$ cat src/tssu_pkg.sv
package tssu_pkg;

    // Sizing of the synchronizer.
    localparam int QUEUE_DEPTH  = 16;
    localparam int SYNC_STREAMS = 3;
    localparam int ALL_STREAMS  = 4;

    // Field widths.
    localparam int STAMP_W = 63;
    localparam int SID_W   = 2;
    localparam int COUNT_W = 32;
    localparam int DISC_W  = 5;
    localparam int SKEW_W  = 40;

    localparam int SIDX_W = SID_W + 1;
    localparam int HEAD_W = (QUEUE_DEPTH > 1) ? $clog2(QUEUE_DEPTH) : 1;
    localparam int FILL_W = $clog2(QUEUE_DEPTH + 1);
    localparam int SUM_W  = FILL_W + 1;
    localparam int QIDX_W = $clog2(SYNC_STREAMS);

    // Queue between the front and the back.
    localparam int LINK_DEPTH = 2;
    localparam int LINK_PTR_W = (LINK_DEPTH > 1) ? $clog2(LINK_DEPTH) : 1;
    localparam int LINK_CNT_W = $clog2(LINK_DEPTH + 1);

    // Register port.
    localparam int APB_ADDR_W = 4;
    localparam int APB_DATA_W = 64;
    localparam int REG_LSB    = 3;
    localparam int REG_IDX_W  = APB_ADDR_W - REG_LSB;
    localparam logic [REG_IDX_W-1:0] REG_SKEW_LIMIT = '0;
    localparam logic [SKEW_W-1:0]    SKEW_RESET     = 40'd10000000;

    typedef struct packed {
        logic [SID_W-1:0]   stream_id;
        logic [STAMP_W-1:0] capture_stamp_ns;
        logic [STAMP_W-1:0] arrival_ns;
    } frame_event_t;

    typedef struct packed {
        logic [STAMP_W-1:0] latency_ns;
        logic [COUNT_W-1:0] stream_frames;
        logic               matched;
        logic [STAMP_W-1:0] match_skew_ns;
        logic               skew_warning;
        logic [DISC_W-1:0]  discards_now;
        logic [COUNT_W-1:0] match_total;
        logic [COUNT_W-1:0] discard_total;
    } result_t;

    // Classified event handed from the front to the back.
    typedef struct packed {
        logic               is_sync;
        logic [QIDX_W-1:0]  qidx;
        logic [STAMP_W-1:0] stamp;
        logic [STAMP_W-1:0] latency;
        logic [COUNT_W-1:0] frames;
    } cmd_t;

    typedef enum logic [5:0] {
        ST_IDLE    = 6'b000001,
        ST_PUSH    = 6'b000010,
        ST_CHECK   = 6'b000100,
        ST_COMPARE = 6'b001000,
        ST_DECIDE  = 6'b010000,
        ST_EMIT    = 6'b100000
    } back_state_t;

    function automatic logic [HEAD_W-1:0] head_inc(input logic [HEAD_W-1:0] h);
        logic [HEAD_W-1:0] r;
        if (h == HEAD_W'(QUEUE_DEPTH - 1))
        begin
            r = '0;
        end
        else
        begin
            r = h + 1'b1;
        end
        return r;
    endfunction

    // Slot that lies fill entries past the head, modulo the queue depth.
    function automatic logic [HEAD_W-1:0] slot_addr(input logic [HEAD_W-1:0] h,
                                                    input logic [FILL_W-1:0] f);
        logic [SUM_W-1:0] s;
        s = SUM_W'(h) + SUM_W'(f);
        if (s >= SUM_W'(QUEUE_DEPTH))
        begin
            s = s - SUM_W'(QUEUE_DEPTH);
        end
        return s[HEAD_W-1:0];
    endfunction

endpackage

$ cat src/tssu_front.sv
module tssu_front
    import tssu_pkg::*;
(
    input  logic         clk,
    input  logic         rst_n,
    input  logic         push,
    output logic         full,
    input  frame_event_t frame_event,
    output logic         link_push,
    input  logic         link_full,
    output cmd_t         link_data
);

    logic [COUNT_W-1:0] frames_reg [ALL_STREAMS];
    logic [SIDX_W-1:0]  sidx;
    logic               counted;
    logic [COUNT_W-1:0] frames_new;

    assign full      = link_full;
    assign link_push = push && !link_full;
    assign sidx      = {1'b0, frame_event.stream_id};
    assign counted   = (sidx < SIDX_W'(ALL_STREAMS));

    // Frame count of the addressed stream after this frame.
    always_comb
    begin
        frames_new = '0;
        for (int s = 0; s < ALL_STREAMS; s++)
        begin
            if (sidx == SIDX_W'(s))
            begin
                frames_new = frames_reg[s] + 1'b1;
            end
        end
    end

    always_comb
    begin
        link_data.is_sync = counted && (sidx != '0) && (sidx <= SIDX_W'(SYNC_STREAMS));
        link_data.qidx    = QIDX_W'(sidx - 1'b1);
        link_data.stamp   = frame_event.capture_stamp_ns;
        link_data.frames  = frames_new;
        if (frame_event.arrival_ns > frame_event.capture_stamp_ns)
        begin
            link_data.latency = frame_event.arrival_ns - frame_event.capture_stamp_ns;
        end
        else
        begin
            link_data.latency = '0;
        end
    end

    always_ff @(posedge clk or negedge rst_n)
    begin
        if (!rst_n)
        begin
            for (int s = 0; s < ALL_STREAMS; s++)
            begin
                frames_reg[s] <= '0;
            end
        end
        else if (link_push && counted)
        begin
            for (int s = 0; s < ALL_STREAMS; s++)
            begin
                if (sidx == SIDX_W'(s))
                begin
                    frames_reg[s] <= frames_new;
                end
            end
        end
    end

endmodule

$ cat config.mk
export PLATFORM = sky130hd
export DESIGN_NAME = tssu_front
export DESIGN_NICKNAME = d
export VERILOG_FILES = /design/src/tssu_pkg.sv /design/src/tssu_front.sv
export SDC_FILE = /design/constraint.sdc
export NUM_CORES = 1
export LEC_CHECK = 0
export BUFFER_PORTS_ARGS = -buffer_cell sky130_fd_sc_hd__buf_2
export CAP_MARGIN = 20
export CORE_UTILIZATION = 35
export DETAILED_ROUTE_END_ITERATION = 10
export GPL_TIMING_DRIVEN = 0
export PLACE_DENSITY = 0.63
export SLEW_MARGIN = 30
export SYNTH_ARGS = -nofsm -noshare
export SYNTH_HDL_FRONTEND = slang
export SYNTH_SLANG_ARGS = --single-unit
$ cat constraint.sdc
create_clock -name clk -period 5.2 [get_ports clk]
set_input_delay 0.26 -clock clk [delete_from_list [all_inputs] [get_ports clk]]
set_output_delay 0.26 -clock clk [all_outputs]
set_load 0.02 [all_outputs]
==> results.toml <==
[setup_path]
cp.required_ps = 4940
path_class = "primary input to output pin"
arrival_ps = 3680
worst_setup_path_end_kind = "output pin"
start_kind = "primary input"
cp_top_family = "compound AO/OA/AOI/OAI gates"
cp.buffers_inverters = 3
critPathMaxStageDelay_ps = 450
crit_slowest_cell = "a2111oi_2"
cp_max_fo = 4
cp_cell_sequence = "buf_2 -> inv_1 -> ha_1 -> fa_1 -> nor2b_1 -> o21ai_1 -> a21bo_2 -> a21boi_2 -> o211ai_2 -> a2111oi_2 -> o21ai_0 -> a31oi_1 -> nor3_1 -> nor3_1 -> buf_2"

[cells_and_area]
multi_input_area_mm2 = 0.008178
largest_register_ffs = 128
drive_gt1_share_pct = 20.39
seq_area_mm2 = 0.003203
fill_cells = 3695
syn_to_final_growth_pct = 20.94
layout.nets = 2258

[floorplanning]
die_w_um = 192.2
std_cell_rows = 69
num_io_pins = 295
coreArea_mm2 = 0.03557
start_util_pct = 35.58
die_area_mm2 = 0.03692
die_y_um = 192.2

[timing]
fin_crit_sh_pct = 75.74
clock_skew_ps = 5.691
setup_violations = 0
period_minus_slack_ps = 3938
fin_ws_ps = 1262
tightest_slew_ps = 915.2
slew_headroom_pct = 38.34
drv_slew = 0
hold_violations = 0
rsz0062_at_grt = "no"
fmax_ghz = 0.2539
tns_ps = 0

[placed_design]
io_buffers = 294
pre_cts_ws_ps = 1281
gp_congestion = 0.9317
dpl.hpwl_um = 36870

[synthesis]
ys.warnings.count = 0
synth_cells = 1739
ys_ff_latch = 128
synth_flop_cell = "dfrtp_1"
synth_edf_count = 0
syn_area_mm2 = 0.01266
yosysUniqueCellTypes = 71
ys_seq_area_share_pct = 25.31
async_flop_share_pct = 100.0
avgSynthCellArea_um2 = 7.278
syn-num-nets = 1943

[min_path]
hold_class = "primary input to asynchronous set/reset pin"

[cts]
clkTransAtPathRegs_ps = 60
cts_buffers = 17
cts_max_path_buffers = 2
clock_sinks = 128
h-tree-depth = 4
clk_latency_ps = 430
cts_root_buffer = "clkbuf_16"
cts_tree = "done"
ctsResizeCount = 0

[global_routing]
overflow = 0
grt_use_total_pct = 24.00
grt_antenna_before_repair = 4
grt_pass1_vias = 12520
grt_max_degree = 78
grt_pass1_wl_um = 68930

[job]
drv_cap = 0

[detailed_routing]
drc_errors = 0
finalWirelength_um = 45020
dr.pass1.iters = 6
viasPerCell = 5.389
drt_iter0_drc = 972
via_count = 13630
wire_per_inst_um = 17.80
final_antenna_net_count = 0

[pwr]
power_leakage_nw = 7.420
p_per_area_mw_per_mm2 = 269.1
ir_drop_mv = 0.2080

[run_status]
status = "finished clean"
## timing repair
action | CTS | global route
hold endpoints to repair | 51 | 0
buffers inserted | 0 | 0
hold buffers | 1 | 0
## worst paths after layout
check                                startpoint  slack (ps)  cells after the start              end
max in group asynchronous                 rst_n        4150                      3   frames_reg[54]
worst min-delay path                      rst_n         330                      2  frames_reg[105]
worst min register to register  frames_reg[126]         480                      2  frames_reg[126]
worst max-delay path             frame_event[0]        1260                     15    link_data[86]
worst max register to register  frames_reg[101]        1980                     10   frames_reg[85]
min in group clk                      link_full         470                      4   frames_reg[54]
## area by class of cell
| class | instances | share of cell area, % |
|---|---|---|
| inverters | 130 | 3.188 |
| multi-input cells | 1343 | 53.43 |
| flip-flops and latches | 128 | 20.93 |
| repair buffers | 296 | 9.924 |
| clock buffers | 24 | 3.016 |
| plain buffers | 138 | 5.142 |
| well taps | 461 | 3.769 |
| diodes | 3 | 0.04905 |
| clock inverters | 6 | 0.5559 |
## placed cells by master (no fill, tap or decap), types with 71 or more instances in the layout
cell and instances:
a21oi_1 121, buf_2 304, dfrtp_1 128, ha_1 71
inv_1 129, nand2_1 251, nor2_1 159, o21ai_0 167
xnor2_1 107, xor2_1 71
## synthesized netlist by cell type, drive strengths merged, types with 9 or more instances
cell type | instances | share of area [%]
o21a | 9 | 0.53
a211oi | 12 | 0.71
ha | 71 | 7.0
or3 | 11 | 0.54
a21oi | 121 | 4.8
xor2 | 71 | 4.9
inv | 130 | 3.9
clkbuf | 60 | 1.8
o21bai | 18 | 1.1
xnor2 | 107 | 7.4
a31oi | 17 | 0.84
o21ai | 176 | 7.0
nor2 | 162 | 5.1
nand3 | 67 | 2.6
and3 | 30 | 1.5
nand4 | 35 | 1.7
nand2 | 251 | 7.4
nor4 | 9 | 0.64
a221oi | 21 | 1.5
nor3 | 32 | 1.3
buf | 78 | 4.4
dfrtp | 128 | 25
a21o | 24 | 1.4
## worst reg2reg max path, cell delays in order, from the launching register on
cell,delay [ps]
dfrtp_1,460
nand4_1,220
or3_1,380
buf_2,170
nor2_4,150
nand3_1,110
xnor2_1,150
a221oi_1,350
a21oi_1,70
o21ai_0,750
o21ai_0,240
## kinds of logic (layout without fill, tap and decap cells)
family,Yosys count,after routing,synth area share [%]
AOI/OAI and AO/OA,450,450,21.45
xor gates and xnor gates,178,178,12.32
adders and majority gates,72,72,7.177
buffers and inverters,268,594,10.07
DFF,128,128,25.31
muxes,9,9,0.7513
other,0,3,0
and+or+nand+nor,634,634,22.92
## through the flow
stage	power, mW	util [%]	instance area (µm²)	cells	hold slack, ps
2_1_floorplan	2.405	-	12660	1739	-35.59
3_5_place_dp	2.960	41.45	14740	2495	202.5
6_report	4.119	43.03	15310	2529	331.3
5_1_grt	4.366	43.03	15310	2529	372.1
3_3_place_gp	2.933	41.34	14700	2494	470.9
4_1_cts	4.113	43.01	15300	2526	348.5
## where the power goes
group	internal, mW	leakage [nW]	switching, mW
clock	0.710	0.260	0.440
sequential	1.17	1.70	0.221
combinational	0.594	5.46	0.980
## metal layers
layer	vias up	global-route usage, %	share of wire, %
li1	6567	-	-
met1	6348	29.87	42
met2	614	41.89	49
met3	99	2.978	6.1
met4	2	9.267	3.3
met5	-	0	0.038
No activity file was read; power rests on OpenSTA's default activity.
