--- src/tssu_pkg.sv ---
package tssu_pkg;

    // Sizing of the synchronizer.
    localparam int QUEUE_DEPTH  = 16;
    localparam int SYNC_STREAMS = 3;
    localparam int ALL_STREAMS  = 4;

    // Field widths.
    localparam int STAMP_W = 63;
    localparam int SID_W   = 2;
    localparam int COUNT_W = 32;
    localparam int DISC_W  = 5;
    localparam int SKEW_W  = 40;

    localparam int SIDX_W = SID_W + 1;
    localparam int HEAD_W = (QUEUE_DEPTH > 1) ? $clog2(QUEUE_DEPTH) : 1;
    localparam int FILL_W = $clog2(QUEUE_DEPTH + 1);
    localparam int SUM_W  = FILL_W + 1;
    localparam int QIDX_W = $clog2(SYNC_STREAMS);

    // Queue between the front and the back.
    localparam int LINK_DEPTH = 2;
    localparam int LINK_PTR_W = (LINK_DEPTH > 1) ? $clog2(LINK_DEPTH) : 1;
    localparam int LINK_CNT_W = $clog2(LINK_DEPTH + 1);

    // Register port.
    localparam int APB_ADDR_W = 4;
    localparam int APB_DATA_W = 64;
    localparam int REG_LSB    = 3;
    localparam int REG_IDX_W  = APB_ADDR_W - REG_LSB;
    localparam logic [REG_IDX_W-1:0] REG_SKEW_LIMIT = '0;
    localparam logic [SKEW_W-1:0]    SKEW_RESET     = 40'd10000000;

    typedef struct packed {
        logic [SID_W-1:0]   stream_id;
        logic [STAMP_W-1:0] capture_stamp_ns;
        logic [STAMP_W-1:0] arrival_ns;
    } frame_event_t;

    typedef struct packed {
        logic [STAMP_W-1:0] latency_ns;
        logic [COUNT_W-1:0] stream_frames;
        logic               matched;
        logic [STAMP_W-1:0] match_skew_ns;
        logic               skew_warning;
        logic [DISC_W-1:0]  discards_now;
        logic [COUNT_W-1:0] match_total;
        logic [COUNT_W-1:0] discard_total;
    } result_t;

    // Classified event handed from the front to the back.
    typedef struct packed {
        logic               is_sync;
        logic [QIDX_W-1:0]  qidx;
        logic [STAMP_W-1:0] stamp;
        logic [STAMP_W-1:0] latency;
        logic [COUNT_W-1:0] frames;
    } cmd_t;

    typedef enum logic [5:0] {
        ST_IDLE    = 6'b000001,
        ST_PUSH    = 6'b000010,
        ST_CHECK   = 6'b000100,
        ST_COMPARE = 6'b001000,
        ST_DECIDE  = 6'b010000,
        ST_EMIT    = 6'b100000
    } back_state_t;

    function automatic logic [HEAD_W-1:0] head_inc(input logic [HEAD_W-1:0] h);
        logic [HEAD_W-1:0] r;
        if (h == HEAD_W'(QUEUE_DEPTH - 1))
        begin
            r = '0;
        end
        else
        begin
            r = h + 1'b1;
        end
        return r;
    endfunction

    // Slot that lies fill entries past the head, modulo the queue depth.
    function automatic logic [HEAD_W-1:0] slot_addr(input logic [HEAD_W-1:0] h,
                                                    input logic [FILL_W-1:0] f);
        logic [SUM_W-1:0] s;
        s = SUM_W'(h) + SUM_W'(f);
        if (s >= SUM_W'(QUEUE_DEPTH))
        begin
            s = s - SUM_W'(QUEUE_DEPTH);
        end
        return s[HEAD_W-1:0];
    endfunction

endpackage

--- src/tssu_ram.sv ---
module tssu_ram #(
    parameter int WIDTH = 8,
    parameter int DEPTH = 16
) (
    input  logic                                      clk,
    input  logic                                      we,
    input  logic [((DEPTH > 1) ? $clog2(DEPTH) : 1)-1:0] waddr,
    input  logic [WIDTH-1:0]                          wdata,
    input  logic [((DEPTH > 1) ? $clog2(DEPTH) : 1)-1:0] raddr,
    output logic [WIDTH-1:0]                          rdata
);

    logic [WIDTH-1:0] mem_reg [DEPTH];
    logic [WIDTH-1:0] rdata_reg;

    always_ff @(posedge clk)
    begin
        if (we)
        begin
            mem_reg[waddr] <= wdata;
        end
        rdata_reg <= mem_reg[raddr];
    end

    assign rdata = rdata_reg;

endmodule

--- src/tssu_back.sv ---
module tssu_back
    import tssu_pkg::*;
(
    input  logic              clk,
    input  logic              rst_n,
    input  logic              link_empty,
    output logic              link_pop,
    input  cmd_t              link_data,
    input  logic [SKEW_W-1:0] skew_limit,
    output logic              empty,
    input  logic              pop,
    output result_t           result
);

    back_state_t        state_reg, state_next;
    cmd_t               cmd_reg, cmd_next;
    logic [HEAD_W-1:0]  head_reg [SYNC_STREAMS];
    logic [HEAD_W-1:0]  head_next [SYNC_STREAMS];
    logic [FILL_W-1:0]  fill_reg [SYNC_STREAMS];
    logic [FILL_W-1:0]  fill_next [SYNC_STREAMS];
    logic [COUNT_W-1:0] match_total_reg, match_total_next;
    logic [COUNT_W-1:0] discard_total_reg, discard_total_next;
    logic               matched_reg, matched_next;
    logic               warn_reg, warn_next;
    logic [STAMP_W-1:0] skew_out_reg, skew_out_next;
    logic [DISC_W-1:0]  disc_now_reg, disc_now_next;
    logic [STAMP_W-1:0] lo_reg, lo_next;
    logic [STAMP_W-1:0] hi_reg, hi_next;
    logic [QIDX_W-1:0]  oldest_reg, oldest_next;
    logic               out_valid_reg, out_valid_next;
    result_t            result_reg, result_next;

    logic [SYNC_STREAMS-1:0] ram_we;
    logic [HEAD_W-1:0]       ram_waddr;
    logic [STAMP_W-1:0]      ram_rdata [SYNC_STREAMS];
    logic                    all_filled;
    logic [STAMP_W-1:0]      spread;

    // One stamp memory per synchronized stream, each read at its own head.
    for (genvar g = 0; g < SYNC_STREAMS; g++)
    begin : g_queue
        tssu_ram #(
            .WIDTH (STAMP_W),
            .DEPTH (QUEUE_DEPTH)
        ) u_ram (
            .clk   (clk),
            .we    (ram_we[g]),
            .waddr (ram_waddr),
            .wdata (cmd_reg.stamp),
            .raddr (head_reg[g]),
            .rdata (ram_rdata[g])
        );
    end

    always_comb
    begin
        all_filled = 1'b1;
        for (int q = 0; q < SYNC_STREAMS; q++)
        begin
            if (fill_reg[q] == '0)
            begin
                all_filled = 1'b0;
            end
        end
    end

    assign spread = hi_reg - lo_reg;
    assign empty  = !out_valid_reg;
    assign result = result_reg;

    always_comb
    begin
        state_next         = state_reg;
        cmd_next           = cmd_reg;
        head_next          = head_reg;
        fill_next          = fill_reg;
        match_total_next   = match_total_reg;
        discard_total_next = discard_total_reg;
        matched_next       = matched_reg;
        warn_next          = warn_reg;
        skew_out_next      = skew_out_reg;
        disc_now_next      = disc_now_reg;
        lo_next            = lo_reg;
        hi_next            = hi_reg;
        oldest_next        = oldest_reg;
        out_valid_next     = out_valid_reg;
        result_next        = result_reg;
        link_pop           = 1'b0;
        ram_we             = '0;
        ram_waddr          = slot_addr(head_reg[cmd_reg.qidx], fill_reg[cmd_reg.qidx]);

        if (pop && out_valid_reg)
        begin
            out_valid_next = 1'b0;
        end

        case (state_reg)
            ST_IDLE:
            begin
                if (!link_empty)
                begin
                    link_pop      = 1'b1;
                    cmd_next      = link_data;
                    matched_next  = 1'b0;
                    warn_next     = 1'b0;
                    skew_out_next = '0;
                    disc_now_next = '0;
                    state_next    = link_data.is_sync ? ST_PUSH : ST_EMIT;
                end
            end
            ST_PUSH:
            begin
                // A full queue gives up its head to the new stamp.
                ram_we[cmd_reg.qidx] = 1'b1;
                if (fill_reg[cmd_reg.qidx] == FILL_W'(QUEUE_DEPTH))
                begin
                    head_next[cmd_reg.qidx] = head_inc(head_reg[cmd_reg.qidx]);
                    discard_total_next      = discard_total_reg + 1'b1;
                    disc_now_next           = disc_now_reg + 1'b1;
                end
                else
                begin
                    fill_next[cmd_reg.qidx] = fill_reg[cmd_reg.qidx] + 1'b1;
                end
                state_next = ST_CHECK;
            end
            ST_CHECK:
            begin
                state_next = all_filled ? ST_COMPARE : ST_EMIT;
            end
            ST_COMPARE:
            begin
                lo_next     = ram_rdata[0];
                hi_next     = ram_rdata[0];
                oldest_next = '0;
                for (int k = 1; k < SYNC_STREAMS; k++)
                begin
                    if (ram_rdata[k] < lo_next)
                    begin
                        lo_next     = ram_rdata[k];
                        oldest_next = QIDX_W'(k);
                    end
                    if (ram_rdata[k] > hi_next)
                    begin
                        hi_next = ram_rdata[k];
                    end
                end
                state_next = ST_DECIDE;
            end
            ST_DECIDE:
            begin
                if (spread > STAMP_W'(skew_limit))
                begin
                    head_next[oldest_reg] = head_inc(head_reg[oldest_reg]);
                    fill_next[oldest_reg] = fill_reg[oldest_reg] - 1'b1;
                    discard_total_next    = discard_total_reg + 1'b1;
                    disc_now_next         = disc_now_reg + 1'b1;
                    warn_next             = 1'b1;
                end
                else
                begin
                    for (int q = 0; q < SYNC_STREAMS; q++)
                    begin
                        head_next[q] = head_inc(head_reg[q]);
                        fill_next[q] = fill_reg[q] - 1'b1;
                    end
                    match_total_next = match_total_reg + 1'b1;
                    matched_next     = 1'b1;
                    skew_out_next    = spread;
                end
                state_next = ST_CHECK;
            end
            ST_EMIT:
            begin
                if (!out_valid_reg || pop)
                begin
                    result_next.latency_ns    = cmd_reg.latency;
                    result_next.stream_frames = cmd_reg.frames;
                    result_next.matched       = matched_reg;
                    result_next.match_skew_ns = skew_out_reg;
                    result_next.skew_warning  = warn_reg;
                    result_next.discards_now  = disc_now_reg;
                    result_next.match_total   = match_total_reg;
                    result_next.discard_total = discard_total_reg;
                    out_valid_next            = 1'b1;
                    state_next                = ST_IDLE;
                end
            end
            default:
            begin
                state_next = ST_IDLE;
            end
        endcase
    end

    always_ff @(posedge clk or negedge rst_n)
    begin
        if (!rst_n)
        begin
            state_reg         <= ST_IDLE;
            match_total_reg   <= '0;
            discard_total_reg <= '0;
            out_valid_reg     <= 1'b0;
            for (int q = 0; q < SYNC_STREAMS; q++)
            begin
                head_reg[q] <= '0;
                fill_reg[q] <= '0;
            end
        end
        else
        begin
            state_reg         <= state_next;
            match_total_reg   <= match_total_next;
            discard_total_reg <= discard_total_next;
            out_valid_reg     <= out_valid_next;
            head_reg          <= head_next;
            fill_reg          <= fill_next;
        end
    end

    always_ff @(posedge clk)
    begin
        cmd_reg      <= cmd_next;
        matched_reg  <= matched_next;
        warn_reg     <= warn_next;
        skew_out_reg <= skew_out_next;
        disc_now_reg <= disc_now_next;
        lo_reg       <= lo_next;
        hi_reg       <= hi_next;
        oldest_reg   <= oldest_next;
        result_reg   <= result_next;
    end

endmodule

--- config.mk ---
export PLATFORM = sky130hd
export DESIGN_NAME = tssu_back
export DESIGN_NICKNAME = d
export VERILOG_FILES = /design/src/tssu_pkg.sv /design/src/tssu_ram.sv /design/src/tssu_back.sv
export SDC_FILE = /design/constraint.sdc
export NUM_CORES = 2
export LEC_CHECK = 0
export BUFFER_PORTS_ARGS = -buffer_cell sky130_fd_sc_hd__buf_4
export CORE_MARGIN = 10
export CORE_UTILIZATION = 44
export CTS_CLUSTER_SIZE = 8
export DETAILED_ROUTE_END_ITERATION = 8
export PLACE_DENSITY_LB_ADDON = 0.08
export SYNTH_ARGS = -nofsm -noshare
export SYNTH_HDL_FRONTEND = slang
export SYNTH_HIERARCHICAL = 1
export SYNTH_SLANG_ARGS = --single-unit
--- constraint.sdc ---
create_clock -name clk -period 16.5 [get_ports clk]
set_input_delay 1.65 -clock clk [delete_from_list [all_inputs] [get_ports clk]]
set_output_delay 1.65 -clock clk [all_outputs]
set_load 0.1 [all_outputs]
==> results.md <==
* Outcome: completed
* FF+latch count, synth at 3898
* H-tree depth at 6
* Overall power at just over 30 mW
* Number of synthesized flops with an enable pin at approximately 3600
* Clock Sinks at between 3000 and 4000
* Filler instances at around 28000
* Stages on worst setup path at 26
* Top delay family on crit path: compound AO/OA/AOI/OAI gates
* Post-Syn Area per Cell at 19.38 µm²
* Largest net degree at the start of global routing at about 120
* DR vias at 81980
* Mapped cell area at 0.1539 mm²
* Top FF cell, synth: edfxtp_1
* Bufs and invs on worst path at 4
* Min Clock Period, post-route at around 8200 ps
* Cell area power density at roughly 170 mW/mm²
* Count of pins over their slew limit at 0
* Net Count, Synth at between 8000 and 9000
* Clock Latency Late Sink at 1030 ps
* Vias in the first global route at ~85000
* Worst Path Arrival at about 9000 ps
* Sequential Area at 0.1147 mm²
* Root Buffer: clkbuf_16
* Crit-path max FO at 35
* Wl on met1 at about 190 mm
* Max_cap viols at 0
* Drt first pass iters at 6
* Area taken by multi-input logic gates at ~0.037 mm²
* Kind of critical path: flip-flop to flip-flop
* Peak supply drop at ~0.00015 V
* Post-synthesis cell type count at 85
* Worst Reg2Reg Path Length in Cells at 26
* Layout overhead on the synthesized area at 16.81%
* Port-buffer cells at roughly 440
* # hold bufs at CTS at 0
* Placed cell area at approximately 0.16 mm²
* Post-synthesis instance total at a little under 8000
* Post-synth ARST share at roughly 2.5%
* Post-CTS sizing at 0
* Slowest CP cell: nor4_1
* Setup Total Neg Slack at 0 ps
* Clock skew at 56.03 ps
* Crit. Startpoint: g_queue[0].u_ram/rdata[29]
* Routed wl met3 at 31.98 mm
* DIE HEIGHT at roughly 610 µm
* Startpoint types: flip-flop
* Die footprint at 0.3737 mm²
* Post-DP HPWL at roughly 280 mm
* R2R Setup Slk at approximately 8300 ps
* Critical Path Max Stage Delay at about 750 ps
* Crit. End Element: flip-flop
* Starting density of the core at around 44%
* Yosys warns at 6
* Clock Path Buffers at 4
* Fin. Hold Viols at 0
* Fin crit share at 49.60%
* Worst r2r src: g_queue[0].u_ram/rdata[29]
* Nets at roughly 9400
* RSZ-0062 raised after global routing: false
* Drt drc at 0
* Total core area at approximately 0.35 mm²
* Clock-pin slew on the worst setup and hold paths at around 50 ps
* CTS tree: yes
* Worst Max-Slew Pin Slew at ~1100 ps
* Finish-stage setup viols at 0
* Highest metal used: met5
* GRT Overall Usage at ~24%
* Initial antenna violation count at 19
* Drt total wl at approximately 460 mm
* Tightest Hold Check Type: flip-flop to flip-flop
* WL/cell at roughly 34 µm
* Max Clk Rate at 122.2 MHz
* Slew HR at a little under a quarter
* Num CTS Buffers at about 560
* Design area at 0.1797 mm²
* Pleak at approximately 60 nW
* Placer Congestion at between 0.8 and 0.9
* Largest register FFs at 3024
* Min-Delay Path Depth at 0
* Register area share after synthesis at 74.53%
* DR iter-0 viols at about 8700
* Post-CTS Setup Inserts at 0
* First-pass GRT wire length at between 600 and 700 mm
* Vias/cell at 5.957
* Top Ports at ~440
* Horiz. Die Dim at roughly 610 µm
* Hold path start: cmd_reg[41]
* GRT overflow at 0
* Standard-cell rows at 217
* Wire length on met2 at 226.0 mm
* Critical Path RT at 17200 ps
* Ratio of cells with drive above 1 in the final layout at about a quarter
* Antenna Nets Post-Route at 0
-- synth_stat cells, drive strengths merged (104+ instances only) --
master	number	area share [%]
clkbuf	200	0.49
o21ai	121	0.39
nor2	175	0.43
nand4	104	0.42
nand2	334	0.81
dfxtp	189	2.5
inv	278	0.68
mux2i	277	1.8
a22oi	383	1.9
mux4	756	11
a21oi	171	0.56
ha	307	2.5
edfxtp	3611	70
buf	150	0.70
-- final timing paths --
kind                                  endpoint
setup / recovery                    hi_reg[51]
hold / removal                     result[175]
setup reg to reg                    hi_reg[51]
hold reg to reg                    result[175]
max in group asynchronous          head_reg[9]
min in group asynchronous  match_total_reg[24]
-- cell families after synthesis --
family                     synth area share, %
DFF                                      74.53
adders and majority gates                2.522
xor gates and xnor gates                0.7571
buffers and inverters                    1.871
muxes                                    12.98
AOI/OAI and AO/OA                        4.122
and+or+nand+nor                          3.223
-- layout make-up --
class                           count  share of cell area (%)
Tap cell                         4599                   3.202
Timing Repair Buffer              686                   2.921
Clock buffer                      796                   8.372
Multi-Input combinational cell   3414                   20.48
Antenna cell                       31                 0.04316
Clock inverter                     59                  0.5806
Inverter                          279                  0.5869
Sequential cell                  3898                   63.82
-- cells in the final DEF (no fill, tap or decap), types with 13 or more instances in the layout --
master,netlist,layout
diode_2,0,31
nor2_1,175,135
buf_4,18,678
mux2i_1,277,277
nand2b_1,33,33
a21oi_1,170,170
a31oi_1,15,15
xor2_1,47,47
a22oi_1,383,383
o21a_1,24,24
nor2b_1,36,29
nand3_1,57,57
nor2_4,0,40
clkinv_16,0,13
ha_1,307,307
edfxtp_1,3611,3611
clkbuf_16,0,565
a211oi_1,18,18
o21ai_0,114,112
dfrtp_1,97,91
dfxtp_1,189,189
and2_1,63,60
mux4_2,756,756
nand4_1,104,104
nand3b_1,13,13
nor3_1,64,49
inv_16,0,14
inv_1,278,277
a21o_1,76,76
and3_1,27,27
nor4_1,28,28
nand2_1,334,333
mux2_2,15,15
o211ai_1,15,15
inv_6,0,14
nor3_2,1,16
o21bai_1,13,13
xnor2_1,86,84
clkbuf_1,199,227
-- metrics by stage --
stage	worst slack, ps	util [%]	hold slack (ps)	cells
final	8317	51.51	396.2	13760
after detailed placement	8412	46.88	404.5	12880
after CTS	8340	51.49	395.5	13730
after floorplan	3825	-	400.3	7941
after global placement	8421	46.88	400.6	12880
after global routing	7851	51.51	406.7	13750
-- per-layer routing --
| layer | global-route usage [%] | vias to the layer above |
|---|---|---|
| met5 | 0 | - |
| met4 | 6.680 | 2 |
| met3 | 3.885 | 694 |
| met2 | 40.19 | 3322 |
| met1 | 33.36 | 43880 |
| li1 | - | 34090 |
-- power breakdown --
part	leakage [nW]	switching (mW)	total, mW	internal (mW)
clock network	7.72	4.23	10.6	6.33
logic	18.4	4.61	7.50	2.88
registers	35.5	0.516	12.1	11.6
total	61.6	9.36	30.2	20.8
No activity file was read; power rests on OpenSTA's default activity.
