===== src/tssu_pkg.sv =====
package tssu_pkg;

    // Sizing of the synchronizer.
    localparam int QUEUE_DEPTH  = 16;
    localparam int SYNC_STREAMS = 3;
    localparam int ALL_STREAMS  = 4;

    // Field widths.
    localparam int STAMP_W = 63;
    localparam int SID_W   = 2;
    localparam int COUNT_W = 32;
    localparam int DISC_W  = 5;
    localparam int SKEW_W  = 40;

    localparam int SIDX_W = SID_W + 1;
    localparam int HEAD_W = (QUEUE_DEPTH > 1) ? $clog2(QUEUE_DEPTH) : 1;
    localparam int FILL_W = $clog2(QUEUE_DEPTH + 1);
    localparam int SUM_W  = FILL_W + 1;
    localparam int QIDX_W = $clog2(SYNC_STREAMS);

    // Queue between the front and the back.
    localparam int LINK_DEPTH = 2;
    localparam int LINK_PTR_W = (LINK_DEPTH > 1) ? $clog2(LINK_DEPTH) : 1;
    localparam int LINK_CNT_W = $clog2(LINK_DEPTH + 1);

    // Register port.
    localparam int APB_ADDR_W = 4;
    localparam int APB_DATA_W = 64;
    localparam int REG_LSB    = 3;
    localparam int REG_IDX_W  = APB_ADDR_W - REG_LSB;
    localparam logic [REG_IDX_W-1:0] REG_SKEW_LIMIT = '0;
    localparam logic [SKEW_W-1:0]    SKEW_RESET     = 40'd10000000;

    typedef struct packed {
        logic [SID_W-1:0]   stream_id;
        logic [STAMP_W-1:0] capture_stamp_ns;
        logic [STAMP_W-1:0] arrival_ns;
    } frame_event_t;

    typedef struct packed {
        logic [STAMP_W-1:0] latency_ns;
        logic [COUNT_W-1:0] stream_frames;
        logic               matched;
        logic [STAMP_W-1:0] match_skew_ns;
        logic               skew_warning;
        logic [DISC_W-1:0]  discards_now;
        logic [COUNT_W-1:0] match_total;
        logic [COUNT_W-1:0] discard_total;
    } result_t;

    // Classified event handed from the front to the back.
    typedef struct packed {
        logic               is_sync;
        logic [QIDX_W-1:0]  qidx;
        logic [STAMP_W-1:0] stamp;
        logic [STAMP_W-1:0] latency;
        logic [COUNT_W-1:0] frames;
    } cmd_t;

    typedef enum logic [5:0] {
        ST_IDLE    = 6'b000001,
        ST_PUSH    = 6'b000010,
        ST_CHECK   = 6'b000100,
        ST_COMPARE = 6'b001000,
        ST_DECIDE  = 6'b010000,
        ST_EMIT    = 6'b100000
    } back_state_t;

    function automatic logic [HEAD_W-1:0] head_inc(input logic [HEAD_W-1:0] h);
        logic [HEAD_W-1:0] r;
        if (h == HEAD_W'(QUEUE_DEPTH - 1))
        begin
            r = '0;
        end
        else
        begin
            r = h + 1'b1;
        end
        return r;
    endfunction

    // Slot that lies fill entries past the head, modulo the queue depth.
    function automatic logic [HEAD_W-1:0] slot_addr(input logic [HEAD_W-1:0] h,
                                                    input logic [FILL_W-1:0] f);
        logic [SUM_W-1:0] s;
        s = SUM_W'(h) + SUM_W'(f);
        if (s >= SUM_W'(QUEUE_DEPTH))
        begin
            s = s - SUM_W'(QUEUE_DEPTH);
        end
        return s[HEAD_W-1:0];
    endfunction

endpackage


===== src/tssu_link_fifo.sv =====
module tssu_link_fifo
    import tssu_pkg::*;
(
    input  logic clk,
    input  logic rst_n,
    input  logic wr_en,
    input  cmd_t wr_data,
    output logic full,
    input  logic rd_en,
    output cmd_t rd_data,
    output logic empty
);

    cmd_t                  entries_reg [LINK_DEPTH];
    logic [LINK_PTR_W-1:0] wr_ptr_reg, wr_ptr_next;
    logic [LINK_PTR_W-1:0] rd_ptr_reg, rd_ptr_next;
    logic [LINK_CNT_W-1:0] count_reg, count_next;
    logic                  do_wr, do_rd;

    assign full    = (count_reg == LINK_CNT_W'(LINK_DEPTH));
    assign empty   = (count_reg == '0);
    assign do_wr   = wr_en && !full;
    assign do_rd   = rd_en && !empty;
    assign rd_data = entries_reg[rd_ptr_reg];

    always_comb
    begin
        wr_ptr_next = wr_ptr_reg;
        rd_ptr_next = rd_ptr_reg;
        count_next  = count_reg;
        if (do_wr)
        begin
            wr_ptr_next = (wr_ptr_reg == LINK_PTR_W'(LINK_DEPTH - 1)) ? '0 : wr_ptr_reg + 1'b1;
        end
        if (do_rd)
        begin
            rd_ptr_next = (rd_ptr_reg == LINK_PTR_W'(LINK_DEPTH - 1)) ? '0 : rd_ptr_reg + 1'b1;
        end
        if (do_wr && !do_rd)
        begin
            count_next = count_reg + 1'b1;
        end
        else if (do_rd && !do_wr)
        begin
            count_next = count_reg - 1'b1;
        end
    end

    always_ff @(posedge clk or negedge rst_n)
    begin
        if (!rst_n)
        begin
            wr_ptr_reg <= '0;
            rd_ptr_reg <= '0;
            count_reg  <= '0;
        end
        else
        begin
            wr_ptr_reg <= wr_ptr_next;
            rd_ptr_reg <= rd_ptr_next;
            count_reg  <= count_next;
        end
    end

    always_ff @(posedge clk)
    begin
        if (do_wr)
        begin
            entries_reg[wr_ptr_reg] <= wr_data;
        end
    end

endmodule


===== config.mk =====
export PLATFORM = sky130hd
export DESIGN_NAME = tssu_link_fifo
export DESIGN_NICKNAME = d
export VERILOG_FILES = /design/src/tssu_pkg.sv /design/src/tssu_link_fifo.sv
export SDC_FILE = /design/constraint.sdc
export NUM_CORES = 1
export LEC_CHECK = 0
export BUFFER_PORTS_ARGS = -buffer_cell sky130_fd_sc_hd__buf_4
export CORE_UTILIZATION = 56
export DETAILED_ROUTE_END_ITERATION = 8
export MAX_ROUTING_LAYER = met4
export PLACE_DENSITY = 0.84
export SYNTH_ARGS = -nofsm -noshare
export SYNTH_HDL_FRONTEND = slang
export SYNTH_SLANG_ARGS = --single-unit

===== constraint.sdc =====
create_clock -name clk -period 17.3 [get_ports clk]
set_clock_uncertainty 0.15 [all_clocks]
set_input_delay 0.865 -clock clk [delete_from_list [all_inputs] [get_ports clk]]
set_output_delay 0.865 -clock clk [all_outputs]
set_load 0.01 [all_outputs]

==> results of run 1 <==
routing by layer:
layer	track usage	part of all wire
met2	0.379	0.52
met1	0.227	0.36
met4	0.0827	0.032
met5	-	0
met3	0.0697	0.086
final cells by class:
| class | count | area (um2) |
|---|---|---|
| Multi-Input combinational cell | 174 | 2210 |
| Tap cell | 275 | 344 |
| Clock inverter | 11 | 100 |
| Inverter | 2 | 7.51 |
| Timing Repair Buffer | 334 | 2510 |
| Clock buffer | 50 | 975 |
| Fill cell | 1140 | 5230 |
| Sequential cell | 326 | 9770 |
metrics by stage:
stage,worst slack [ns],power (mW),std cells
final,13.48,2.72,1172
after global routing,13.38,2.83,1172
after CTS,13.48,2.75,1172
after detailed placement,14.01,2.05,1110
after global placement,14.06,2.02,1110
after floorplan,8.83,1.71,520
report_power, final:
group / switching, mW / internal (mW)
combinational: 0.415 / 0.472
clock: 0.272 / 0.420
sequential: 0.0617 / 1.08
worst paths after layout:
kind | from | end
setup reg to reg | count_reg[0] | entries_reg[0][27]
setup / recovery | rd_ptr_reg | rd_data[139]
max in group asynchronous | rst_n | rd_ptr_reg
hold / removal | count_reg[1] | count_reg[1]
min in group asynchronous | rst_n | wr_ptr_reg
hold reg to reg | count_reg[1] | count_reg[1]
cells in the mapped netlist:
cell type,instances,share of area
edfxtp_1,322,0.80
mux2_2,81,0.075
mux2_4,80,0.099
buf_6,10,0.0093
buf_2,8,0.0033
dfrtp_1,4,0.0083
nor2_1,3,0.00093
xnor2_1,3,0.0022
inv_1,2,0.00062
xor2_1,2,0.0014
and3_1,1,0.00052
ha_1,1,0.0010
nand2_1,1,0.00031
nand2b_1,1,0.00052
o21ai_0,1,0.00041
timing repair:
item / in CTS / in global routing
hold buffers: 1 / 0
endpoints found under the setup margin: 0 / 0
hold endpoints to repair: 4 / 0
cells by family (layout without fill, tap and decap cells):
kind of cell,after synthesis,count (layout),share of synthesized area
XOR/XNOR,5,5,0.00361
flip-flops,326,326,0.805
AND/OR/NAND/NOR,6,6,0.00227
buffers and inverters,20,397,0.0132
multiplexers,161,161,0.174
AO/OA/AOI/OAI,1,1,0.000412
adder cells (fa/ha/maj),1,1,0.00103
worst max-delay path, cell delays in order (launching register included):
cell and delay [ns]:
dfrtp_4 0.74, buf_4 0.91, mux2_2 0.42, buf_4 0.14
==> results.md, run 1 <==
* Die Wd at 149 um
* Pwr dens at 171 nW/um2
* Initial antenna violation count at 0
* Synthesized Nets at 686
* Max Root-Sink Buffers at 3
* Hold WS at 0.373 ns
* Worst-path clk slew at 0.06 ns
* Status: finished, final reports clean
* Final Cycle Share at 0.221
* Share of cells above drive strength 1 at 0.603
* Reg2reg setup slack at 14.36 ns
* Critical Path RT at 16.28 ns
* Hold path depth at 1
* First-pass GRT wire length at 34.7 mm
* TNS Setup at 0 ns
* Die Area at 22300 um2
* Post-synthesis sequential area ratio at 0.805
* Cts repair resizes at 0
* Syn-to-layout area delta at 31.3%
* GRT Util Overall at 0.217
* RSZ-0062 raised after global routing: no
* Slew Viols, Final at 0
* Most common cell after layout, fill and taps aside: buf_4
* Hold crit path type: reg2reg
* CP Launch Type: flop
* Hold violation count in the final report at 0
* Port buffer count at 327
* Setup CP Type: reg2out
* Vias in the first global route at 6559
* Num ports at 328
* Design area at 15900 um2
* FP Rows at 53
* Mapped Avg Cell Area at 23.3 um2
* Netlist cell types at 15
* Worst Path Max Fanout at 61
* Synth warnings at 0
* Critical Path AT at 2.81 ns
* Clock Sinks at 326
* LEAKAGE at 6.20 nW
* Core area at 21200 um2
* Number of H-tree levels at 2
* Post-layout net count at 1038
* CTS tree: done
* Worst-Skew Late Latency at 0.50 ns
* # Post-CTS Setup Buffers at 0
* Num CTS Buffers at 34
* Antenna cells at 0
* Final setup viols at 0
* Tmin final at 3.82 ns
* Worst vdd ir at 0.000118 V
* Mapped Cells at 520
* Finished Core Util at 0.753
* First-pass detailed-route iteration total at 4
* Largest net degree at the start of global routing at 71
* Via density at 5.26
* Slew @ Worst Pin at 1.09 ns
* Crit end category: output pin
* Relative slew slack at 0.274
* #FFs+latches synth at 326
* Max reg flops at 322
* Gpl congestion at 0.831
* DR iter-0 viols at 282
* Cells on worst reg2reg path at 4
* Via count at 6170
* Initial Util at 0.573
* Clock Tree Root: clkbuf_16
* Most frequent cells in the layout: 333 x buf_4, 322 x edfxtp_1, 81 x mux2_2
* Max-Cap Viols at 0
* WL/cell at 20.7 um
* DPL Wire Length at 16.5 mm
* Die height at 149 um
* GRT overflow at 0
* Post-route DRC at 0
* Post-route ant nets at 0
* Area after DPL at 14800 um2
* Mapped Area at 12100 um2
* Highest achievable clock rate at 0.262 GHz
* Total wire length at 24.2 mm
(Power assumes the default switching activity.)
==> run 2, diff against run 1 <==
--- a/config.mk
+++ b/config.mk
@@ -6,10 +6,10 @@
 export NUM_CORES = 1
 export LEC_CHECK = 0
 export BUFFER_PORTS_ARGS = -buffer_cell sky130_fd_sc_hd__buf_4
-export CORE_UTILIZATION = 56
+export CORE_UTILIZATION = 47
 export DETAILED_ROUTE_END_ITERATION = 8
 export MAX_ROUTING_LAYER = met4
-export PLACE_DENSITY = 0.84
+export PLACE_DENSITY = 0.76
 export SYNTH_ARGS = -nofsm -noshare
 export SYNTH_HDL_FRONTEND = slang
 export SYNTH_SLANG_ARGS = --single-unit
==> constraint.sdc (replaced) <==
create_clock -name clk -period 3.3 [get_ports clk]
set_clock_uncertainty 0.15 [all_clocks]
set_input_delay 0.165 -clock clk [delete_from_list [all_inputs] [get_ports clk]]
set_output_delay 0.165 -clock clk [all_outputs]
set_load 0.01 [all_outputs]
==> run 2 against run 1 <==
Net effect:
- sequential share of layout area down 6.2 points
- largest power group unchanged
- worst hold slack worse by 0.14 ns
- wire length is 11% higher
- sequential power rose to 5.3 times the previous value
- non-clock buffer count rose by 165
- global-route usage fell by 1.0 points
==> results.md, run 2 (synthesis results as in run 1) <==
* Status: finished, final reports clean (unchanged)
* Critical R2R Launch: count_reg[0] (unchanged)
* Pint at 10.5 mW (was 1.98 mW)
* Area after DPL at 15000 um2 (was 14800 um2)
* Highest achievable clock rate at 0.394 GHz
* CTS tree: done (unchanged)
* Gpl congestion at 0.739 (was 0.831)
* Max Root-Sink Buffers at 3 (unchanged)
* Hold violation count in the final report at 0 (unchanged)
* Number of H-tree levels at 2 (unchanged)
* Port buffer count at 327 (unchanged)
* Syn-to-layout area delta at 46.1% (was 31.3%)
* Clock Tree Root: clkbuf_16 (unchanged)
* Hold path depth at 2 (was 1)
* Hold Path Sink: entries_reg[1][82] (was count_reg[1])
* Storage cell area at 9770 um2 (unchanged)
* Core area at 25300 um2 (was 21200 um2)
* DR iter-0 viols at 348 (was 282)
* Multi-input logic area at 2230 um2 (was 2210 um2)
* Share of cells above drive strength 1 at 0.514 (was 0.603)
* Hold crit path type: in2reg (was reg2reg)
* Cts repair resizes at 0 (unchanged)
* Hold Crit Start: wr_data[82] (was count_reg[1])
* Largest net degree at the start of global routing at 106 (was 71)
* Placed cell count at 1166 (was 1110)
* CP Launch Type: flop (unchanged)
* Worst vdd ir at 0.000637 V (was 0.000118 V)
* TNS Setup at 0 ns (unchanged)
* Cells on worst reg2reg path at 3 (was 4)
* Finished Core Util at 0.702 (was 0.753)
* Pwr dens at 821 nW/um2 (was 171 nW/um2)
* Initial Util at 0.480 (was 0.573)
* Slew Viols, Final at 0 (unchanged)
* Initial antenna violation count at 4 (was 0)
* Via density at 4.88 (was 5.26)
* Final non-filler cell total at 1396 (was 1172)
* Clock Sinks at 326 (unchanged)
* Most common cell after layout, fill and taps aside: buf_4 (unchanged)
* Vias in the first global route at 7441 (was 6559)
* Final Cycle Share at 0.769
* WL/cell at 19.2 um (was 20.7 um)
* Most frequent cells in the layout: 328 x buf_4, 322 x edfxtp_1, 165 x dlygate4sd3_1 (was 333 x buf_4, 322 x edfxtp_1, 81 x mux2_2)
* Seq pwr share at 0.412 (was 0.420)
* Via count at 6808 (was 6170)
* Sw Pwr at 4.08 mW (was 749 uW)
* Setup WS pre-CTS at 1.30 ns (was 14.01 ns)
* Critical Path RT at 2.98 ns (was 16.28 ns)
* Relative slew slack at 0.566 (was 0.274)
* Worst-path clk slew at 0.06 ns (about the same)
* Post-route ant nets at 0 (unchanged)
* LEAKAGE at 6.90 nW (was 6.20 nW)
* Total wire length at 26.8 mm (was 24.2 mm)
* Critical Path AT at 2.22 ns (was 2.81 ns)
* Die Wd at 163 um (was 149 um)
* Fillers at 1564 (was 1140)
* Max-Cap Viols at 0 (unchanged)
* GRT Util Overall at 0.207 (was 0.217)
* Post-route setup slack at 0.761 ns (was 13.48 ns)
* Worst-Skew Late Latency at 0.49 ns (was 0.50 ns)
* Post-layout net count at 1203 (was 1038)
* Overall Power at 14.5 mW (was 2.72 mW)
* Reg2reg setup slack at 1.38 ns (was 14.36 ns)
* Setup CP Type: reg2out (unchanged)
* Post-route DRC at 0 (unchanged)
* Worst Path Max Fanout at 64 (was 61)
* DPL Wire Length at 15.9 mm (was 16.5 mm)
* Die height at 163 um (was 149 um)
* Num CTS Buffers at 34 (unchanged)
* Num ports at 328 (unchanged)
* GRT overflow at 0 (unchanged)
* Design area at 17700 um2 (was 15900 um2)
* Hold WS at 0.237 ns (was 0.373 ns)
* FP Rows at 58 (was 53)
* Clock power frac at 0.247 (was 0.254)
* Die Area at 26500 um2 (was 22300 um2)
* # Post-CTS Setup Buffers at 0 (unchanged)
* Net Sw Frac at 0.280 (was 0.275)
* Final setup viols at 0 (unchanged)
* RSZ-0062 raised after global routing: no (unchanged)
* Logic pwr share at 0.341 (was 0.326)
* Slew @ Worst Pin at 0.651 ns (was 1.09 ns)
* First-pass GRT wire length at 39.6 mm (was 34.7 mm)
* Max reg flops at 322 (unchanged)
* Crit end category: output pin (unchanged)
* FF-to-FF End: entries_reg[1][149] (was entries_reg[0][27])
* First-pass detailed-route iteration total at 4 (unchanged)
* Tmin final at 2.54 ns
run 2: cell count changes in the layout (fill, tap and decap cells not counted), sizes merged:
cell         before  now
dlygate4sd3       1  165
diode             0    5
clkbuf           50   46
buf             333  334
clkinv            9   10
clkinvlp          0    1
inv               2    3
run 2: worst max-delay path by stage:
stage | startpoint | to | slack (ns) | depth (start not counted)
after floorplan | count_reg[0] | entries_reg[0][0] | -0.27 | 3
after global placement | rd_ptr_reg | rd_data[149] | 1.31 | 3
after detailed placement | rd_ptr_reg | rd_data[31] | 1.30 | 3
after CTS | rd_ptr_reg | rd_data[31] | 0.76 | 3
after global routing | rd_ptr_reg | rd_data[29] | 0.69 | 3
final | rd_ptr_reg | rd_data[29] | 0.76 | 3
run 2: timing repair:
action	in CTS	in global routing
setup endpoints to repair	0	0
hold endpoints to repair	329	0
hold buffers	165	0
run 2: metal layers:
| layer | up-vias | share of wire | GRT usage |
|---|---|---|---|
| li1 | 3110 | - | - |
| met1 | 3346 | 0.36 | 0.219 |
| met2 | 288 | 0.53 | 0.364 |
| met3 | 64 | 0.075 | 0.0527 |
| met4 | 0 | 0.034 | 0.0896 |
| met5 | - | 0 | - |
run 2: area by class of cell:
class,count,share of cell area
diodes,5,0.000706
clock buffers,46,0.0523
clock inverters,14,0.00699
inverters,2,0.000424
multi-input cells,174,0.126
flip-flops and latches,326,0.552
well taps,330,0.0233
repair buffers,499,0.239
run 2: power by group through the flow:
| stage | Combinational [mW] | Clock (mW) | Sequential [mW] |
|---|---|---|---|
| floorplan | 2.87 | 0 | 5.97 |
| global placement | 4.76 | 0 | 6.01 |
| detailed placement | 4.79 | 0 | 6.06 |
| CTS | 4.98 | 3.67 | 5.98 |
| global route | 5.26 | 3.84 | 6.07 |
| finish | 4.96 | 3.59 | 5.99 |
run 2: critical path: stages (launching register included):
cell and delay (ns):
dfrtp_4 0.69, buf_12 0.39, mux2_2 0.40, buf_4 0.15
==> run 3, diff against run 2 <==
--- a/config.mk
+++ b/config.mk
@@ -5,6 +5,7 @@
 export SDC_FILE = /design/constraint.sdc
 export NUM_CORES = 1
 export LEC_CHECK = 0
+export ABC_AREA = 1
 export BUFFER_PORTS_ARGS = -buffer_cell sky130_fd_sc_hd__buf_4
 export CORE_UTILIZATION = 47
 export DETAILED_ROUTE_END_ITERATION = 8
==> constraint.sdc (replaced) <==
create_clock -name clk -period 2.15 [get_ports clk]
set_clock_uncertainty 0.15 [all_clocks]
set_input_delay 0.1075 -clock clk [delete_from_list [all_inputs] [get_ports clk]]
set_output_delay 0.1075 -clock clk [all_outputs]
set_load 0.01 [all_outputs]
==> run 3 against run 2 <==
Net effect:
- the run now ends with DRC left
- first-iteration DRC count is 47% higher
- die area is 1.3% lower
- combinational power is 65% higher
- via count is 23% higher
- highest routed layer unchanged
==> results.md, run 3 <==
* Post-layout net count at 1545 (was 1203)
* Most common cell after layout, fill and taps aside: nand2_1 (was buf_4)
* Clock Tree Root: clkbuf_16 (unchanged)
* Die Wd at 162 um (was 163 um)
* Reg2reg setup slack at 0.29 ns (was 1.38 ns)
* Post-synthesis async set-or-reset flop share at 0.0123 (unchanged)
* Failing checks: DRC
* DPL Wire Length at 16.4 mm (was 15.9 mm)
* Syn-to-layout area delta at 47.2% (was 46.1%)
* Hold path depth at 2 (unchanged)
* First-pass detailed-route iteration total at 7 (was 4)
* Hold crit path type: in2reg (unchanged)
* Post-Synth Simple-Gate Area at 0.159 (was 0.00227)
* Overall Power at 22.9 mW (was 14.5 mW)
* Total wire length at 28.8 mm (was 26.8 mm)
* Max reg flops at 322 (unchanged)
* Share of cells above drive strength 1 at 0.294 (was 0.514)
* Cell taking the most area after synthesis: edfxtp_1 (unchanged)
* Worst-path clk slew at 0.06 ns (about the same)
* RSZ-0062 raised after global routing: no (unchanged)
* # Post-CTS Setup Buffers at 0 (unchanged)
* Critical Path AT at 1.80 ns (was 2.22 ns)
* Most common cell on crit path: nand2_1
* Relative slew slack at 0.658 (was 0.566)
* Slew @ Worst Pin at 0.513 ns (was 0.651 ns)
* Via density at 4.84 (was 4.88)
* CP max stage cell: dfrtp_4 (unchanged)
* Cells on worst reg2reg path at 6 (was 3)
* Area share of xor/xnor cells in the synthesized design at 0.000731 (was 0.00361)
* Most numerous cell in the Yosys netlist: nand2_1 (was edfxtp_1)
* Most frequent cells in the layout: 481 x nand2_1, 330 x buf_4, 322 x edfxtp_1 (was 328 x buf_4, 322 x edfxtp_1, 165 x dlygate4sd3_1)
* Initial antenna violation count at 3 (was 4)
* LEAKAGE at 7.48 nW (was 6.90 nW)
* Vias in the first global route at 8573 (was 7441)
* Die Area at 26100 um2 (was 26500 um2)
* CP peak stage delay at 0.54 ns (was 0.69 ns)
* Initial Util at 0.477 (was 0.480)
* Core area at 25100 um2 (was 25300 um2)
* Largest net degree at the start of global routing at 86 (was 106)
* Final Cycle Share at 0.957
* Crit end category: output pin (unchanged)
* Most frequent cells after synthesis: 482 x nand2_1, 322 x edfxtp_1, 24 x buf_2 (was 322 x edfxtp_1, 81 x mux2_2, 80 x mux2_4)
* Die height at 162 um (was 163 um)
* Hold WS at 0.185 ns (was 0.237 ns)
* Number of H-tree levels at 2 (unchanged)
* GRT Util Overall at 0.225 (was 0.207)
* Highest achievable clock rate at 0.486 GHz
* CP Launch Point: rd_ptr_reg (unchanged)
* Fillers at 1544 (was 1564)
* Pwr dens at 1300 nW/um2 (was 821 nW/um2)
* Top_reg_cell synth: edfxtp_1 (unchanged)
* Mapped Cells at 872 (was 520)
* Synth Area in Compound Gates at 0.000836 (was 0.000413)
* CTS tree: done (unchanged)
* TNS Setup at 0 ns (unchanged)
* Max Root-Sink Buffers at 3 (unchanged)
* First-pass GRT wire length at 43.8 mm (was 39.6 mm)
* #FFs+latches synth at 326 (unchanged)
* Post-synth top area share at 0.807 (was 0.797)
* Tmin final at 2.06 ns
* Clock Sinks at 326 (unchanged)
* Post-route ant nets at 0 (unchanged)
* Status: finished, violations left (was finished, final reports clean)
* Worst-Skew Late Latency at 0.49 ns (about the same)
* Post-synthesis mux area share at 0 (was 0.174)
* WL/cell at 16.6 um (was 19.2 um)
* FP Rows at 58 (unchanged)
* Worst Path Max Fanout at 43 (was 64)
* Via count at 8395 (was 6808)
* Mapped Avg Cell Area at 13.7 um2 (was 23.3 um2)
* Netlist cell types at 16 (was 15)
* Hold Crit Start: wr_data[153] (was wr_data[82])
* Post-Synth Adder-Cell Area at 0.00104 (was 0.00103)
* Mapped Area at 12000 um2 (was 12100 um2)
* Post-route DRC at 1 (was 0)
* GRT overflow at 0 (unchanged)
* Post-synth EDFFs at 322 (unchanged)
* Synth warnings at 0 (unchanged)
* Slew Viols, Final at 0 (unchanged)
* Finished Core Util at 0.702 (about the same)
* Num CTS Buffers at 34 (unchanged)
* Critical Path RT at 1.89 ns (was 2.98 ns)
* Worst vdd ir at 0.000892 V (was 0.000637 V)
* Post-synthesis sequential area ratio at 0.816 (was 0.805)
* WP buf/inv at 3 (was 2)
* Port buffer count at 327 (unchanged)
* Critical R2R Launch: count_reg[1] (was count_reg[0])
* Num ports at 328 (unchanged)
* Synthesized Nets at 1038 (was 686)
* Hold violation count in the final report at 0 (unchanged)
* Area contributors post-synth: edfxtp_1 81%, nand2_1 15%, buf_2 1.0% (was edfxtp_1 80%, mux2_4 9.9%, mux2_2 7.5%)
* CP Launch Type: flop (unchanged)
* Gpl congestion at 0.785 (was 0.739)
* Setup CP Type: reg2out (unchanged)
* Main combinational cell family by area after synthesis: simple AND/OR/NAND/NOR gates (was multiplexers)
* Levels on crit path at 5 (was 3)
* DR iter-0 viols at 510 (was 348)
* Worst path top cell family by delay: flip-flops (unchanged)
* Cells along the critical path: clkinv_8, buf_16, nand2_1, nand2_1, buf_4 (was buf_12, mux2_2, buf_4)
* Final setup viols at 0 (unchanged)
* Max-Cap Viols at 0 (unchanged)
## run 3: changes by cell type after synthesis, moves of 5 or more
cell / change
nand2_1: +481
mux2_2: -81
mux2_4: -80
buf_2: +16
nand2_2: +10
inv_1: +5
## run 3: through the flow
stage / std cells / instance area (um2) / worst slack [ns]
floorplan: 872 / 12000 / -1.48
global placement: 1508 / 14900 / 0.346
detailed placement: 1508 / 14900 / 0.331
CTS: 1730 / 17600 / 0.0183
global route: 1733 / 17600 / 0.0122
finish: 1733 / 17600 / 0.0914
## run 3: cells by family after synthesis
family | Yosys count
buffers and inverters | 43
adders and majority gates | 1
DFF | 326
AOI/OAI and AO/OA | 2
xor gates and xnor gates | 1
and+or+nand+nor | 499
## run 3: area by class of cell
class                   instances  area, um2  area share
diodes                          3       7.51    0.000426
clock buffers                  41        918      0.0521
clock inverters                16        164     0.00930
inverters                       8       46.3     0.00263
multi-input cells             503       1960       0.111
flip-flops and latches        326       9770       0.554
well taps                     330        413      0.0234
repair buffers                506       4350       0.247
## run 3: path summary, 6_finish.rpt
path,to
hold reg to reg,wr_ptr_reg
setup reg to reg,entries_reg[0][118]
hold / removal,entries_reg[0][153]
min in group asynchronous,wr_ptr_reg
max in group asynchronous,rd_ptr_reg
setup / recovery,rd_data[116]
## run 3: timing repair
action                                  CTS  global route
endpoints found under the setup margin    0            55
gates resized for setup                   0             4
hold buffers                            165             0
hold endpoints to repair                329             0
## run 3: layer usage
layer,global-route usage,part of all wire
met5,-,0
met4,0.0918,0.037
met3,0.0452,0.063
met2,0.390,0.53
met1,0.255,0.37
## run 3: power by group
group	internal (mW)	total (mW)	switching, mW	leakage, nW
logic	3.38	8.19	4.81	3.89
registers	8.67	9.04	0.376	3.04
clock network	3.40	5.66	2.26	0.540
total	15.4	22.9	7.45	7.48
